[config.mk]
export PLATFORM = sky130hd
export DESIGN_NAME = rolling_window_argmin_argmax
export DESIGN_NICKNAME = d
export VERILOG_FILES = /design/src/rtl/core/rwam_pkg.sv /design/src/rtl/core/rolling_window_argmin_argmax.sv /design/src/rtl/core/rwam_ctrl.sv /design/src/rtl/core/rwam_dp.sv
export SDC_FILE = /design/constraint.sdc
export NUM_CORES = 1
export LEC_CHECK = 0
export BUFFER_PORTS_ARGS = -buffer_cell sky130_fd_sc_hd__buf_4
export CAP_MARGIN = 20
export CELL_PAD_IN_SITES_DETAIL_PLACEMENT = 1
export CELL_PAD_IN_SITES_GLOBAL_PLACEMENT = 1
export CORE_MARGIN = 2
export CORE_UTILIZATION = 40
export CTS_BUF_LIST = sky130_fd_sc_hd__clkbuf_8
export DETAILED_ROUTE_END_ITERATION = 16
export PLACE_DENSITY_LB_ADDON = 0.15
export SYNTH_ARGS = -nofsm -noshare
export SYNTH_HDL_FRONTEND = slang
export SYNTH_SLANG_ARGS = --single-unit
[constraint.sdc]
create_clock -name clk -period 4.1 [get_ports clk]
set_input_delay 0.82 -clock clk [delete_from_list [all_inputs] [get_ports clk]]
set_output_delay 0.82 -clock clk [all_outputs]
set_load 0.005 [all_outputs]
[src/rtl/core/rwam_pkg.sv]
// Shared constants, types and the compare function for the rolling window arg-extreme block.
// No dependencies; used by rwam_ctrl, rwam_dp and rolling_window_argmin_argmax.
`timescale 1ns / 1ps

package rwam_pkg;

  localparam int MAX_WINDOW = 32;
  localparam int SAMPLE_W   = 32;
  localparam int ADDR_W     = $clog2(MAX_WINDOW);
  localparam int CNT_W      = $clog2(MAX_WINDOW + 1);
  localparam int CFG_W      = 6;
  localparam int CFG_IDX_W  = 2;

  localparam logic [CFG_W-1:0] WIN_RESET = CFG_W'(16);

  localparam logic [CFG_IDX_W-1:0] REG_WINDOW_LENGTH = 2'd0;
  localparam logic [CFG_IDX_W-1:0] REG_PARTIAL_MODE  = 2'd1;
  localparam logic [CFG_IDX_W-1:0] REG_FIND_MAX      = 2'd2;

  typedef struct packed {
    logic              load;
    logic              issue;
    logic [ADDR_W-1:0] k;
    logic              finish;
  } cmd_t;

  typedef struct packed {
    logic [CNT_W-1:0] n;
    logic             active;
  } sts_t;

  // True when cand beats best; strict, so ties keep the earlier sample.
  function automatic logic better(input logic signed [SAMPLE_W-1:0] cand,
                                  input logic signed [SAMPLE_W-1:0] best,
                                  input logic                       fmax);
    better = fmax ? (cand > best) : (cand < best);
  endfunction

endpackage

[src/rtl/core/rolling_window_argmin_argmax.sv]
// Top level of the rolling window arg-extreme block: config registers, controller and datapath.
// Depends on rwam_pkg, rwam_ctrl and rwam_dp.
//
//   channel | direction | handshake           | payload
//   --------+-----------+---------------------+------------------------------------
//   in      | input     | in_valid / in_stall | in_sample[31:0], in_series_start
//   out     | output    | out_valid/out_stall | out_position[5:0]
//   cfg     | input     | cfg_we              | cfg_index[1:0], cfg_wdata[5:0]
//
// A transaction steps through accept, n registered ring reads (n being the ring entries
// searched, 0..32), a drain of the last read and compare, and a register of the result.
// Reset is synchronous, active low; it clears pointers, sample count and handshake state.
// A finished result waits in the output register while the next transaction is accepted;
// a stalled result holds the block only at the end of the following scan.
`timescale 1ns / 1ps

module rolling_window_argmin_argmax (
  input  logic                                 clk,
  input  logic                                 rst_n,
  input  logic                                 in_valid,
  output logic                                 in_stall,
  input  logic signed [rwam_pkg::SAMPLE_W-1:0] in_sample,
  input  logic                                 in_series_start,
  output logic                                 out_valid,
  input  logic                                 out_stall,
  output logic [rwam_pkg::CFG_W-1:0]           out_position,
  input  logic                                 cfg_we,
  input  logic [rwam_pkg::CFG_IDX_W-1:0]       cfg_index,
  input  logic [rwam_pkg::CFG_W-1:0]           cfg_wdata
);

  logic [rwam_pkg::CFG_W-1:0] win_len_r;
  logic                       partial_r;
  logic                       find_max_r;
  rwam_pkg::cmd_t             cmd;
  rwam_pkg::sts_t             sts;

  always_ff @(posedge clk) begin
    if (!rst_n) begin
      win_len_r  <= rwam_pkg::WIN_RESET;
      partial_r  <= 1'b1;
      find_max_r <= 1'b0;
    end else if (cfg_we) begin
      unique case (cfg_index)
        rwam_pkg::REG_WINDOW_LENGTH: win_len_r  <= cfg_wdata;
        rwam_pkg::REG_PARTIAL_MODE:  partial_r  <= cfg_wdata[0];
        rwam_pkg::REG_FIND_MAX:      find_max_r <= cfg_wdata[0];
        default: ;  // drop writes beyond the register list
      endcase
    end
  end

  rwam_ctrl u_ctrl (
    .clk       (clk),
    .rst_n     (rst_n),
    .in_valid  (in_valid),
    .in_stall  (in_stall),
    .out_valid (out_valid),
    .out_stall (out_stall),
    .sts       (sts),
    .cmd       (cmd)
  );

  rwam_dp u_dp (
    .clk             (clk),
    .rst_n           (rst_n),
    .in_sample       (in_sample),
    .in_series_start (in_series_start),
    .win_len         (win_len_r),
    .partial_mode    (partial_r),
    .find_max        (find_max_r),
    .cmd             (cmd),
    .sts             (sts),
    .out_position    (out_position)
  );

endmodule

[src/rtl/core/rwam_ctrl.sv]
// Controller for the rolling window arg-extreme block: accept, scan sequencing, output handshake.
// Depends on rwam_pkg.
`timescale 1ns / 1ps

module rwam_ctrl (
  input  logic            clk,
  input  logic            rst_n,
  input  logic            in_valid,
  output logic            in_stall,
  output logic            out_valid,
  input  logic            out_stall,
  input  rwam_pkg::sts_t  sts,
  output rwam_pkg::cmd_t  cmd
);

  typedef enum logic [2:0] {
    IDLE  = 3'b001,
    SCAN  = 3'b010,
    FINAL = 3'b100
  } state_t;

  state_t                     state_r, state_nxt;
  logic [rwam_pkg::CNT_W-1:0] cnt_r, cnt_nxt;
  logic                       pend_r, pend_nxt;
  logic                       out_valid_r, out_valid_nxt;
  logic                       accept;
  logic                       issue;
  logic                       finish;

  assign in_stall  = (state_r != IDLE);
  assign out_valid = out_valid_r;
  assign accept    = in_valid && (state_r == IDLE);
  assign issue     = (state_r == SCAN) && sts.active && (cnt_r < sts.n);
  assign finish    = (state_r == FINAL) && (!out_valid_r || !out_stall);

  always_comb begin
    cmd.load   = accept;
    cmd.issue  = issue;
    cmd.k      = cnt_r[rwam_pkg::ADDR_W-1:0];
    cmd.finish = finish;
  end

  always_comb begin
    state_nxt     = state_r;
    cnt_nxt       = cnt_r;
    pend_nxt      = issue;
    out_valid_nxt = out_valid_r;
    if (out_valid_r && !out_stall) begin
      out_valid_nxt = 1'b0;
    end
    unique case (state_r)
      IDLE: begin
        if (accept) begin
          cnt_nxt   = '0;
          state_nxt = SCAN;
        end
      end
      SCAN: begin
        if (issue) begin
          cnt_nxt = cnt_r + 1'b1;
        end else if (!pend_r) begin
          state_nxt = FINAL;
        end
      end
      FINAL: begin
        if (finish) begin
          out_valid_nxt = 1'b1;
          state_nxt     = IDLE;
        end
      end
      default: state_nxt = IDLE;
    endcase
  end

  always_ff @(posedge clk) begin
    if (!rst_n) begin
      state_r     <= IDLE;
      cnt_r       <= '0;
      pend_r      <= 1'b0;
      out_valid_r <= 1'b0;
    end else begin
      state_r     <= state_nxt;
      cnt_r       <= cnt_nxt;
      pend_r      <= pend_nxt;
      out_valid_r <= out_valid_nxt;
    end
  end

  a_accept_to_scan: assert property (@(posedge clk) disable iff (!rst_n)
    accept |=> (state_r == SCAN))
    else $error("accepted transaction did not start a scan");

  a_no_overissue: assert property (@(posedge clk) disable iff (!rst_n)
    issue |-> (cnt_r < rwam_pkg::CNT_W'(rwam_pkg::MAX_WINDOW)))
    else $error("scan read issued past the ring depth");

endmodule

[src/rtl/core/rwam_dp.sv]
// Datapath for the rolling window arg-extreme block: history ring, pointers, running best.
// Depends on rwam_pkg.
`timescale 1ns / 1ps

module rwam_dp (
  input  logic                               clk,
  input  logic                               rst_n,
  input  logic signed [rwam_pkg::SAMPLE_W-1:0] in_sample,
  input  logic                               in_series_start,
  input  logic [rwam_pkg::CFG_W-1:0]         win_len,
  input  logic                               partial_mode,
  input  logic                               find_max,
  input  rwam_pkg::cmd_t                     cmd,
  output rwam_pkg::sts_t                     sts,
  output logic [rwam_pkg::CFG_W-1:0]         out_position
);

  logic signed [rwam_pkg::SAMPLE_W-1:0] ring [rwam_pkg::MAX_WINDOW];

  logic [rwam_pkg::ADDR_W-1:0]          wp_r;
  logic [rwam_pkg::CNT_W-1:0]           seen_r;
  logic signed [rwam_pkg::SAMPLE_W-1:0] cur_r;
  logic [rwam_pkg::CNT_W-1:0]           n_r;
  logic [rwam_pkg::ADDR_W-1:0]          start_r;
  logic                                 warm_r;
  logic                                 active_r;
  logic signed [rwam_pkg::SAMPLE_W-1:0] best_r;
  logic [rwam_pkg::CNT_W-1:0]           pos_r;
  logic signed [rwam_pkg::SAMPLE_W-1:0] rd_data_r;
  logic [rwam_pkg::ADDR_W-1:0]          rd_k_r;
  logic                                 rd_vld_r;
  logic [rwam_pkg::CFG_W-1:0]           pos_out_r;

  logic [rwam_pkg::CNT_W-1:0] w_eff;
  logic [rwam_pkg::CNT_W-1:0] seen_eff;
  logic                       warm_nxt;
  logic [rwam_pkg::CNT_W-1:0] n_nxt;
  logic [rwam_pkg::CNT_W-1:0] fin_pos;

  // Clamp the window length to 1..MAX_WINDOW.
  always_comb begin
    if (win_len == '0) begin
      w_eff = rwam_pkg::CNT_W'(1);
    end else if (rwam_pkg::CNT_W'(win_len) > rwam_pkg::CNT_W'(rwam_pkg::MAX_WINDOW)) begin
      w_eff = rwam_pkg::CNT_W'(rwam_pkg::MAX_WINDOW);
    end else begin
      w_eff = rwam_pkg::CNT_W'(win_len);
    end
  end

  assign seen_eff = in_series_start ? '0 : seen_r;
  assign warm_nxt = seen_eff < w_eff;
  assign n_nxt    = warm_nxt ? seen_eff : w_eff;

  assign sts.n      = n_r;
  assign sts.active = active_r;

  always_comb begin
    if (!active_r) begin
      fin_pos = '0;
    end else if (warm_r && ((n_r == '0) || rwam_pkg::better(cur_r, best_r, find_max))) begin
      fin_pos = n_r + 1'b1;
    end else begin
      fin_pos = pos_r;
    end
  end

  assign out_position = pos_out_r;

  always_ff @(posedge clk) begin
    if (cmd.issue) begin
      rd_data_r <= ring[start_r + cmd.k];
    end
    if (cmd.finish) begin
      ring[wp_r] <= cur_r;
    end
  end

  always_ff @(posedge clk) begin
    if (!rst_n) begin
      wp_r     <= '0;
      seen_r   <= '0;
      rd_vld_r <= 1'b0;
      active_r <= 1'b0;
      n_r      <= '0;
    end else begin
      rd_vld_r <= cmd.issue;
      if (cmd.load) begin
        seen_r   <= seen_eff;
        n_r      <= n_nxt;
        active_r <= !warm_nxt || partial_mode;
      end
      if (cmd.finish) begin
        wp_r <= wp_r + 1'b1;
        if (seen_r < rwam_pkg::CNT_W'(rwam_pkg::MAX_WINDOW)) begin
          seen_r <= seen_r + 1'b1;
        end
      end
    end
  end

  always_ff @(posedge clk) begin
    if (cmd.load) begin
      cur_r   <= in_sample;
      warm_r  <= warm_nxt;
      start_r <= wp_r - n_nxt[rwam_pkg::ADDR_W-1:0];
      pos_r   <= '0;
    end
    rd_k_r <= cmd.k;
    // Strict compare keeps the oldest of equal samples.
    if (rd_vld_r && ((rd_k_r == '0) || rwam_pkg::better(rd_data_r, best_r, find_max))) begin
      best_r <= rd_data_r;
      pos_r  <= rwam_pkg::CNT_W'(rd_k_r) + 1'b1;
    end
    if (cmd.finish) begin
      pos_out_r <= rwam_pkg::CFG_W'(fin_pos);
    end
  end

  a_seen_sat: assert property (@(posedge clk) disable iff (!rst_n)
    seen_r <= rwam_pkg::CNT_W'(rwam_pkg::MAX_WINDOW))
    else $error("sample count above ring depth");

  a_read_in_window: assert property (@(posedge clk) disable iff (!rst_n)
    rd_vld_r |-> (rwam_pkg::CNT_W'(rd_k_r) < n_r))
    else $error("ring read outside the window");

endmodule

==> flow_summary.json, run 1 <==
{
  "register_area_um2": 35000,
  "worst_slew_pin_slew_ps": 1100,
  "synth-seq-cells": 1180,
  "synth_fa_ha_area_share_pct": 2.54,
  "outcome": "finished, final reports clean",
  "rsz0062_at_grt": "false",
  "worst-path-max-fanout": 33,
  "hold_path.class": "primary input to flop",
  "drtIter0Drc": 2327,
  "ctsResizeCount": 0,
  "whs_path_depth": 1,
  "hold_ws_ps": 126,
  "synth-warning-count": 0,
  "postSynthCellCount": 2552,
  "grt_overflow": 0,
  "setup_tns_ps": 0,
  "startpoint_type": "flop",
  "rows": 125,
  "die_w_um": 346,
  "multi_input_area_um2": 11500,
  "period_minus_slack_ps": 3590,
  "syn_to_final_growth_pct": 15.1,
  "grt_pass1_vias": 26800,
  "slew_headroom_pct": 26.9,
  "wire_per_inst_um": 29.4,
  "grt_pass1_wl_mm": 191,
  "peakVddDrop_mv": 0.293,
  "avgSynthCellArea_um2": 18.4,
  "cts_max_level": 4,
  "synth-simple-area-share_pct": 6.20,
  "gp_congestion": 0.774,
  "drv_slew": 0,
  "drtAntennaViolNets": 0,
  "ctsLongestPathBuffers": 3,
  "clkTransAtPathRegs_ps": 60,
  "final_cell_mix": "edfxtp_1, nand2_1, mux4_2",
  "power_density_nw_per_um2": 470,
  "drtPass1Iterations": 5,
  "hold_buffers": 0,
  "wirelength_mm": 131,
  "io_buffers": 53,
  "max_freq_ghz": 0.279,
  "hold_violations": 0,
  "reg2reg_depth": 8,
  "crit_arrival_ps": 4210,
  "synth-edff-count": 1138,
  "start_util_pct": 40.3,
  "avgViaCountPerCell": 5.58,
  "synth_top_family_by_area": "multiplexers",
  "synthFlopType": "edfxtp_1",
  "postCtsSetupRepairBufs": 0,
  "required_ps": 4720,
  "path_class": "flop to flop",
  "dp_hpwl_mm": 72.4,
  "clock_latency_ps": 880,
  "drc": 0,
  "ys_types": 57,
  "gr-usage-all-layers_pct": 22.1,
  "coreArea_um2": 116000,
  "syn_nets": 2692,
  "async_flop_share_pct": 0,
  "grt_max_degree": 94,
  "clock_skew_ps": 44.1,
  "die_h_um": 346,
  "p_leak_uw": 0.0179,
  "cts-root-buf": "clkbuf_8",
  "die_area_um2": 120000,
  "synth_compound_area_share_pct": 1.91,
  "vias": 24900,
  "syn_area_um2": 46800,
  "finalCritPeriodShare_pct": 87.6,
  "cts_sinks": 1180,
  "nets": 2937,
  "cts-buffers-inserted": 194,
  "power.total_uw": 25300,
  "synth-xor-area-share_pct": 0.467,
  "drive_gt1_share_pct": 24.1,
  "ys_seq_area_share_pct": 74.7,
  "finalSetupViolCount": 0,
  "synthMuxAreaShare_pct": 12.7,
  "grt_antenna_before_repair": 2,
  "end_kind": "flop",
  "cts_tree": "yes",
  "drv_cap": 0,
  "final_common_cell": "edfxtp_1",
  "fillers": 10900,
  "io_pins": 54
}
==> worst paths after layout <==
check             slack [ps]               start                   end
setup / recovery         510      u_dp.cur_r[18]  u_dp.out_position[2]
hold / removal           130       in_sample[16]        u_dp.cur_r[16]
setup reg to reg         510      u_dp.cur_r[18]  u_dp.out_position[2]
hold reg to reg          450  u_dp.rd_data_r[26]       u_dp.best_r[26]
==> flip-flops by register name, summed over array words and instances, names as in the netlist, 3 cells and up <==
register and flops:
u_ctrl.cnt_r 6, u_ctrl.state_r 3, u_dp.best_r 32, u_dp.cur_r 32, u_dp.n_r 6, u_dp.out_position 6, u_dp.pos_r 6, u_dp.rd_data_r 32
u_dp.rd_k_r 5, u_dp.ring 1024, u_dp.seen_r 6, u_dp.start_r 5, u_dp.wp_r 5, win_len_r 6
==> metrics by stage <==
stage	setup slack [ps]	instance area [um2]	std cells	util, %
finish	509	53900	4465	46.4
global route	339	53900	4465	46.4
CTS	481	53900	4462	46.4
detailed placement	273	50400	4123	43.3
global placement	284	50400	4123	43.3
floorplan	574	46800	2552	-
==> worst max-delay path, stage by stage (launching register included) <==
cell	delay [ps]
edfxtp_1	820
ha_1	520
nand4_1	180
nor4_4	460
nor3b_1	250
a21oi_1	130
mux2_4	400
or2_1	330
o211a_1	250
==> layout make-up <==
class                           instances  area share [%]
Tap cell                             1524            3.54
Inverter                               59           0.413
Multi-Input combinational cell       1200            21.3
Antenna cell                            1         0.00464
Clock inverter                        143            1.51
Sequential cell                      1180            64.9
Clock buffer                          196            5.00
Timing Repair Buffer                  162            3.29
==> cells by family (layout without fill, tap and decap cells) <==
| group | after synthesis | count (layout) |
|---|---|---|
| xor+xnor | 25 | 25 |
| simple gates | 656 | 656 |
| other cells | 0 | 1 |
| flops | 1180 | 1180 |
| fa+ha+maj | 94 | 94 |
| buf+inv | 172 | 560 |
| mux | 273 | 273 |
| compound gates | 152 | 152 |
==> layer usage <==
layer / vias to the layer above / global-route usage (%) / share of wire (%)
met5: - / 0 / 0.0053
met4: 2 / 5.96 / 1.8
met3: 167 / 3.47 / 4.7
met2: 652 / 36.6 / 50
met1: 13500 / 30.6 / 44
li1: 10600 / - / -
==> cell usage after synthesis, drive strengths merged (12+ instances only) <==
| library cell | count | area [um2] |
|---|---|---|
| nand3 | 177 | 886 |
| a21oi | 48 | 244 |
| nand4 | 12 | 81.3 |
| ha | 92 | 1150 |
| inv | 59 | 221 |
| buf | 36 | 175 |
| xnor2 | 15 | 131 |
| nor2b | 22 | 138 |
| mux2i | 16 | 160 |
| nand2 | 340 | 1280 |
| edfxtp | 1138 | 34200 |
| nor2 | 63 | 236 |
| o21ai | 62 | 318 |
| dfxtp | 42 | 841 |
| mux4 | 256 | 5770 |
| clkbuf | 77 | 289 |
==> power by group <==
part	internal [uW]	total [uW]	switching, uW
registers	13500	13600	115
logic	865	2210	1340
clock network	4830	9570	4740
total	19100	25300	6200
Note: power is estimated with default switching activity, not from simulation.
==> inputs of run 2 (changes only) <==
--- a/config.mk
+++ b/config.mk
@@ -14,5 +14,5 @@
 export CTS_BUF_LIST = sky130_fd_sc_hd__clkbuf_8
 export DETAILED_ROUTE_END_ITERATION = 16
-export PLACE_DENSITY_LB_ADDON = 0.15
+export PLACE_DENSITY_LB_ADDON = 0.1
 export SYNTH_ARGS = -nofsm -noshare
 export SYNTH_HDL_FRONTEND = slang
==> constraint.sdc (replaced) <==
create_clock -name clk -period 4.1 [get_ports clk]
set_input_delay 0.82 -clock clk [delete_from_list [all_inputs] [get_ports clk]]
set_output_delay 0.82 -clock clk [all_outputs]
set_load 0.02 [all_outputs]
==> run 2 against run 1 <==
Against the previous run:
- first-iteration DRC count fell by 8.7%
- final cell count barely moved
- critical path depth is 2 higher
- register-to-register slack lost 40 ps
- hold slack worse by 2.2 ps
- cell area is 0.16% lower
- via count is 0.29% lower
- sequential power hardly changed
- combinational power about the same
- non-clock buffer count grew 7
- fmax decreased by 1.1%
- critical endpoint is now u_dp.best_r[18]
==> flow_summary.json, run 2 (synthesized netlist as in run 1, its figures left out) <==
{
  "outcome": "finished, final reports clean",
  "vias": 24800,
  "drc": 0,
  "required_ps": 4620,
  "max_freq_ghz": 0.275,
  "rows": 125,
  "clkTransAtPathRegs_ps": 60,
  "grt_pass1_wl_mm": 189,
  "drtAntennaViolNets": 0,
  "grt_antenna_before_repair": 3,
  "coreArea_um2": 116000,
  "hold_buffers": 0,
  "p_leak_uw": 0.0179,
  "path_cells": "ha_1 -> nand3_1 -> nor3_1 -> nand3_1 -> a31oi_1 -> o31ai_1 -> mux2i_1 -> o21ai_2 -> inv_1 -> buf_12",
  "whs_path_depth": 1,
  "cts_sinks": 1180,
  "grt_pass1_vias": 26800,
  "cts_tree": "yes",
  "io_pins": 54,
  "die_area_um2": 120000,
  "rsz0062_at_grt": "false",
  "cp_common_cell": "nand3_1",
  "setup_tns_ps": 0,
  "finalCritPeriodShare_pct": 88.6,
  "cts_max_level": 4,
  "io_buffers": 53,
  "critPathTopFamily": "compound AO/OA/AOI/OAI gates",
  "register_area_um2": 35000,
  "rr_endpoint": "u_dp.best_r[18]",
  "layout.cells.non_filler": 4469,
  "avgViaCountPerCell": 5.56,
  "cts-buffers-inserted": 196,
  "clock_latency_ps": 870,
  "fillers": 10900,
  "hold_ws_ps": 124,
  "drv_cap": 0,
  "cts-root-buf": "clkbuf_8",
  "clock_skew_ps": 51.5,
  "hold_violations": 0,
  "crit_arrival_ps": 4150,
  "hold_path.class": "primary input to flop",
  "final_cell_mix": "edfxtp_1, nand2_1, mux4_2",
  "wire_per_inst_um": 29.1,
  "power_density_nw_per_um2": 466,
  "final_util_pct": 46.3,
  "drtPass1Iterations": 5,
  "reg2reg_depth": 10,
  "path_class": "flop to flop",
  "syn_to_final_growth_pct": 14.9,
  "die_w_um": 346,
  "nets": 2946,
  "grt_overflow": 0,
  "die_h_um": 346,
  "critical-path-max-stage-delay_ps": 500,
  "finalSetupViolCount": 0,
  "startpoint_type": "flop",
  "peakVddDrop_mv": 0.300,
  "drv_slew": 0,
  "ctsLongestPathBuffers": 3,
  "wirelength_mm": 130,
  "whs_endpoint": "u_dp.cur_r[24]",
  "gr-usage-all-layers_pct": 21.9,
  "top_register": "u_dp.ring",
  "drive_gt1_share_pct": 24.0,
  "drtIter0Drc": 2124,
  "end_kind": "flop",
  "dp_hpwl_mm": 73.1,
  "dp_cells": 4130,
  "multi_input_area_um2": 11500,
  "gp_congestion": 0.767,
  "r2r_slack_ps": 470,
  "worst_slew_pin_slew_ps": 1020,
  "grt_max_degree": 74,
  "cp_slowest_cell": "edfxtp_1",
  "slew_headroom_pct": 32.2,
  "final_common_cell": "edfxtp_1",
  "path_buf_inv": 2,
  "postCtsSetupRepairBufs": 0,
  "largest_reg_flops": 1024,
  "min-delay-start": "in_sample[24]",
  "r2r_start": "u_dp.rd_data_r[31]",
  "worst-path-max-fanout": 32,
  "period_minus_slack_ps": 3630,
  "start_util_pct": 40.3,
  "ctsResizeCount": 0
}
run 2: through the flow:
stage / instance area (um2) / power, uW / setup slack, ps
floorplan: 46800 / 15200 / 574
global placement: 50400 / 16000 / 323
detailed placement: 50400 / 16100 / 279
CTS: 53800 / 25400 / 548
global route: 53800 / 26100 / 335
finish: 53800 / 25100 / 469
run 2: cell type report:
| cell class | count | share of cell area, % |
|---|---|---|
| Timing Repair Buffer | 169 | 3.33 |
| Tap cell | 1524 | 3.54 |
| Inverter | 59 | 0.414 |
| Clock inverter | 136 | 1.22 |
| Clock buffer | 200 | 5.11 |
| Antenna cell | 1 | 0.00465 |
| Multi-Input combinational cell | 1200 | 21.3 |
| Sequential cell | 1180 | 65.0 |
run 2: where the power goes:
group / internal [uW] / total, uW / leakage [uW] / switching, uW
sequential: 13500 / 13600 / 0.0106 / 101
combinational: 876 / 2220 / 0.00535 / 1350
clock: 4580 / 9310 / 0.00195 / 4730
total: 18900 / 25100 / 0.0179 / 6180
run 2: per-layer routing:
| layer | wire [um] | part of all wire, % | up-vias | track usage, % |
|---|---|---|---|---|
| met5 | 0 | 0 | - | 0 |
| met4 | 2580 | 2.0 | 0 | 5.87 |
| met3 | 5980 | 4.6 | 177 | 3.49 |
| met2 | 63300 | 49 | 657 | 35.7 |
| met1 | 58000 | 45 | 13400 | 30.8 |
| li1 | - | - | 10600 | - |
run 2: worst max-delay path by stage:
stage	from	endpoint	slack [ps]	cells after the start
2_1_floorplan	u_ctrl.cnt_r[1]	u_ctrl.state_r[2]	570	8
3_3_place_gp	in_series_start	u_dp.start_r[4]	320	14
3_5_place_dp	in_series_start	u_dp.start_r[4]	280	14
4_1_cts	u_dp.rd_data_r[31]	u_dp.best_r[15]	550	10
5_1_grt	u_dp.rd_data_r[1]	u_dp.best_r[15]	330	10
6_report	u_dp.rd_data_r[31]	u_dp.best_r[18]	470	10
==> inputs of run 3 (changes only) <==
Settings changed: BUFFER_PORTS_ARGS -buffer_cell sky130_fd_sc_hd__buf_4 to -buffer_cell sky130_fd_sc_hd__buf_2.
==> run 3 against run 2 <==
Against the previous run:
- sequential share of layout area decreased by 0.18 points
- non-clock buffer count increased by 5
- critical endpoint is now u_dp.out_position[4]
- clock skew decreased by 13 ps
- first-iteration DRC count increased by 11%
- fmax decreased by 1.7%
- combinational power about the same
- final cell count increased by 0.38%
- largest power group unchanged
- die area unchanged
==> flow_summary.json, run 3 (synthesized netlist as in run 1, its figures left out) <==
{
  "worst-path-max-fanout": 33,
  "cts-buffers-inserted": 198,
  "power_density_nw_per_um2": 471,
  "worst_slew_pin_slew_ps": 1010,
  "syn_to_final_growth_pct": 15.2,
  "finalCritPeriodShare_pct": 90.1,
  "hold_violations": 0,
  "ctsLongestPathBuffers": 3,
  "cp_slowest_cell": "edfxtp_1",
  "grt_pass1_wl_mm": 194,
  "grt_overflow": 0,
  "path_buf_inv": 0,
  "dp_hpwl_mm": 72.0,
  "max_freq_ghz": 0.271,
  "avgViaCountPerCell": 5.60,
  "hold_path.class": "primary input to flop",
  "gp_congestion": 0.771,
  "required_ps": 4720,
  "die_w_um": 346,
  "path_class": "flop to flop",
  "path_cells": "ha_1 -> nand4_1 -> nor4_4 -> nor3b_1 -> a21oi_1 -> mux2_4 -> or2_1 -> o211a_1",
  "io_pins": 54,
  "dp_cells": 4135,
  "clock_skew_ps": 38.5,
  "critPathTopFamily": "simple AND/OR/NAND/NOR gates",
  "drive_gt1_share_pct": 24.5,
  "final_common_cell": "edfxtp_1",
  "wire_per_inst_um": 29.9,
  "fillers": 10900,
  "vias": 25100,
  "crit_arrival_ps": 4310,
  "io_buffers": 53,
  "postCtsSetupRepairBufs": 0,
  "ctsResizeCount": 0,
  "cts-root-buf": "clkbuf_8",
  "outcome": "finished, final reports clean",
  "cts_tree": "yes",
  "cts_max_level": 4,
  "clock_latency_ps": 890,
  "period_minus_slack_ps": 3700,
  "drc": 0,
  "top_register": "u_dp.ring",
  "drtIter0Drc": 2348,
  "critical-path-max-stage-delay_ps": 790,
  "start_util_pct": 40.3,
  "grt_pass1_vias": 27200,
  "cts_sinks": 1180,
  "drtAntennaViolNets": 0,
  "final_cell_mix": "edfxtp_1, nand2_1, mux4_2",
  "drv_slew": 0,
  "layout.cells.non_filler": 4486,
  "peakVddDrop_mv": 0.354,
  "gr-usage-all-layers_pct": 22.8,
  "startpoint_type": "flop",
  "coreArea_um2": 116000,
  "wirelength_mm": 134,
  "clkTransAtPathRegs_ps": 70,
  "slew_headroom_pct": 32.5,
  "drtPass1Iterations": 5,
  "nets": 2953,
  "grt_antenna_before_repair": 2,
  "setup_tns_ps": 0,
  "die_area_um2": 120000,
  "rsz0062_at_grt": "false",
  "largest_reg_flops": 1024,
  "grt_max_degree": 67,
  "die_h_um": 346,
  "end_kind": "flop",
  "drv_cap": 0,
  "rows": 125,
  "p_leak_uw": 0.0180,
  "finalSetupViolCount": 0
}
[run 3: worst paths after layout]
check | slack, ps | cells past startpoint | to | start
worst max-delay path | 400 | 8 | u_dp.out_position[4] | u_dp.cur_r[21]
worst min register to register | 450 | 0 | u_dp.best_r[6] | u_dp.rd_data_r[6]
worst max register to register | 400 | 8 | u_dp.out_position[4] | u_dp.cur_r[21]
worst min-delay path | 110 | 1 | u_dp.cur_r[1] | in_sample[1]
[run 3: power breakdown]
group          leakage, uW  internal, uW  switching [uW]
combinational      0.00533           867            1350
clock              0.00206          4960            4710
sequential          0.0106         13500            95.0
total               0.0180         19300            6160
[run 3: worst reg2reg max path, cell delays in order, from the launching register on]
cell      delay, ps
edfxtp_1        790
ha_1            520
nand4_1         170
nor4_4          600
nor3b_1         250
a21oi_1         140
mux2_4          410
or2_1           330
o211a_1         240
[run 3: through the flow]
step	utilization, %	cell area [um2]	total power [uW]	worst slack, ps	hold WS [ps]
floorplan	-	46800	15200	574	386
global route	46.4	54000	26400	157	46.8
CTS	46.4	54000	25800	461	16.7
finish	46.4	54000	25400	404	107
global placement	43.3	50400	16000	302	439
detailed placement	43.3	50400	16000	291	450
[run 3: repair_timing]
| action | CTS | global route |
|---|---|---|
| endpoints found under the hold margin | 1 | 0 |
| setup endpoints to repair | 0 | 0 |
| hold buffers | 1 | 0 |
[run 3: per-layer routing]
| layer | GRT usage [%] | share of wire, % | vias up |
|---|---|---|---|
| met2 | 36.6 | 48 | 729 |
| met5 | 0 | 0 | - |
| met4 | 6.14 | 1.8 | 0 |
| met3 | 3.78 | 5.3 | 184 |
| met1 | 32.4 | 45 | 13500 |
| li1 | - | - | 10600 |
[run 3: cell type report]
cell class,count,area [um2],area share (%)
diodes,2,5.00,0.00927
clock buffers,207,2850,5.28
clock inverters,140,741,1.37
inverters,59,223,0.413
multi-input cells,1200,11500,21.3
flip-flops and latches,1180,35000,64.9
well taps,1524,1910,3.53
repair buffers,174,1750,3.25
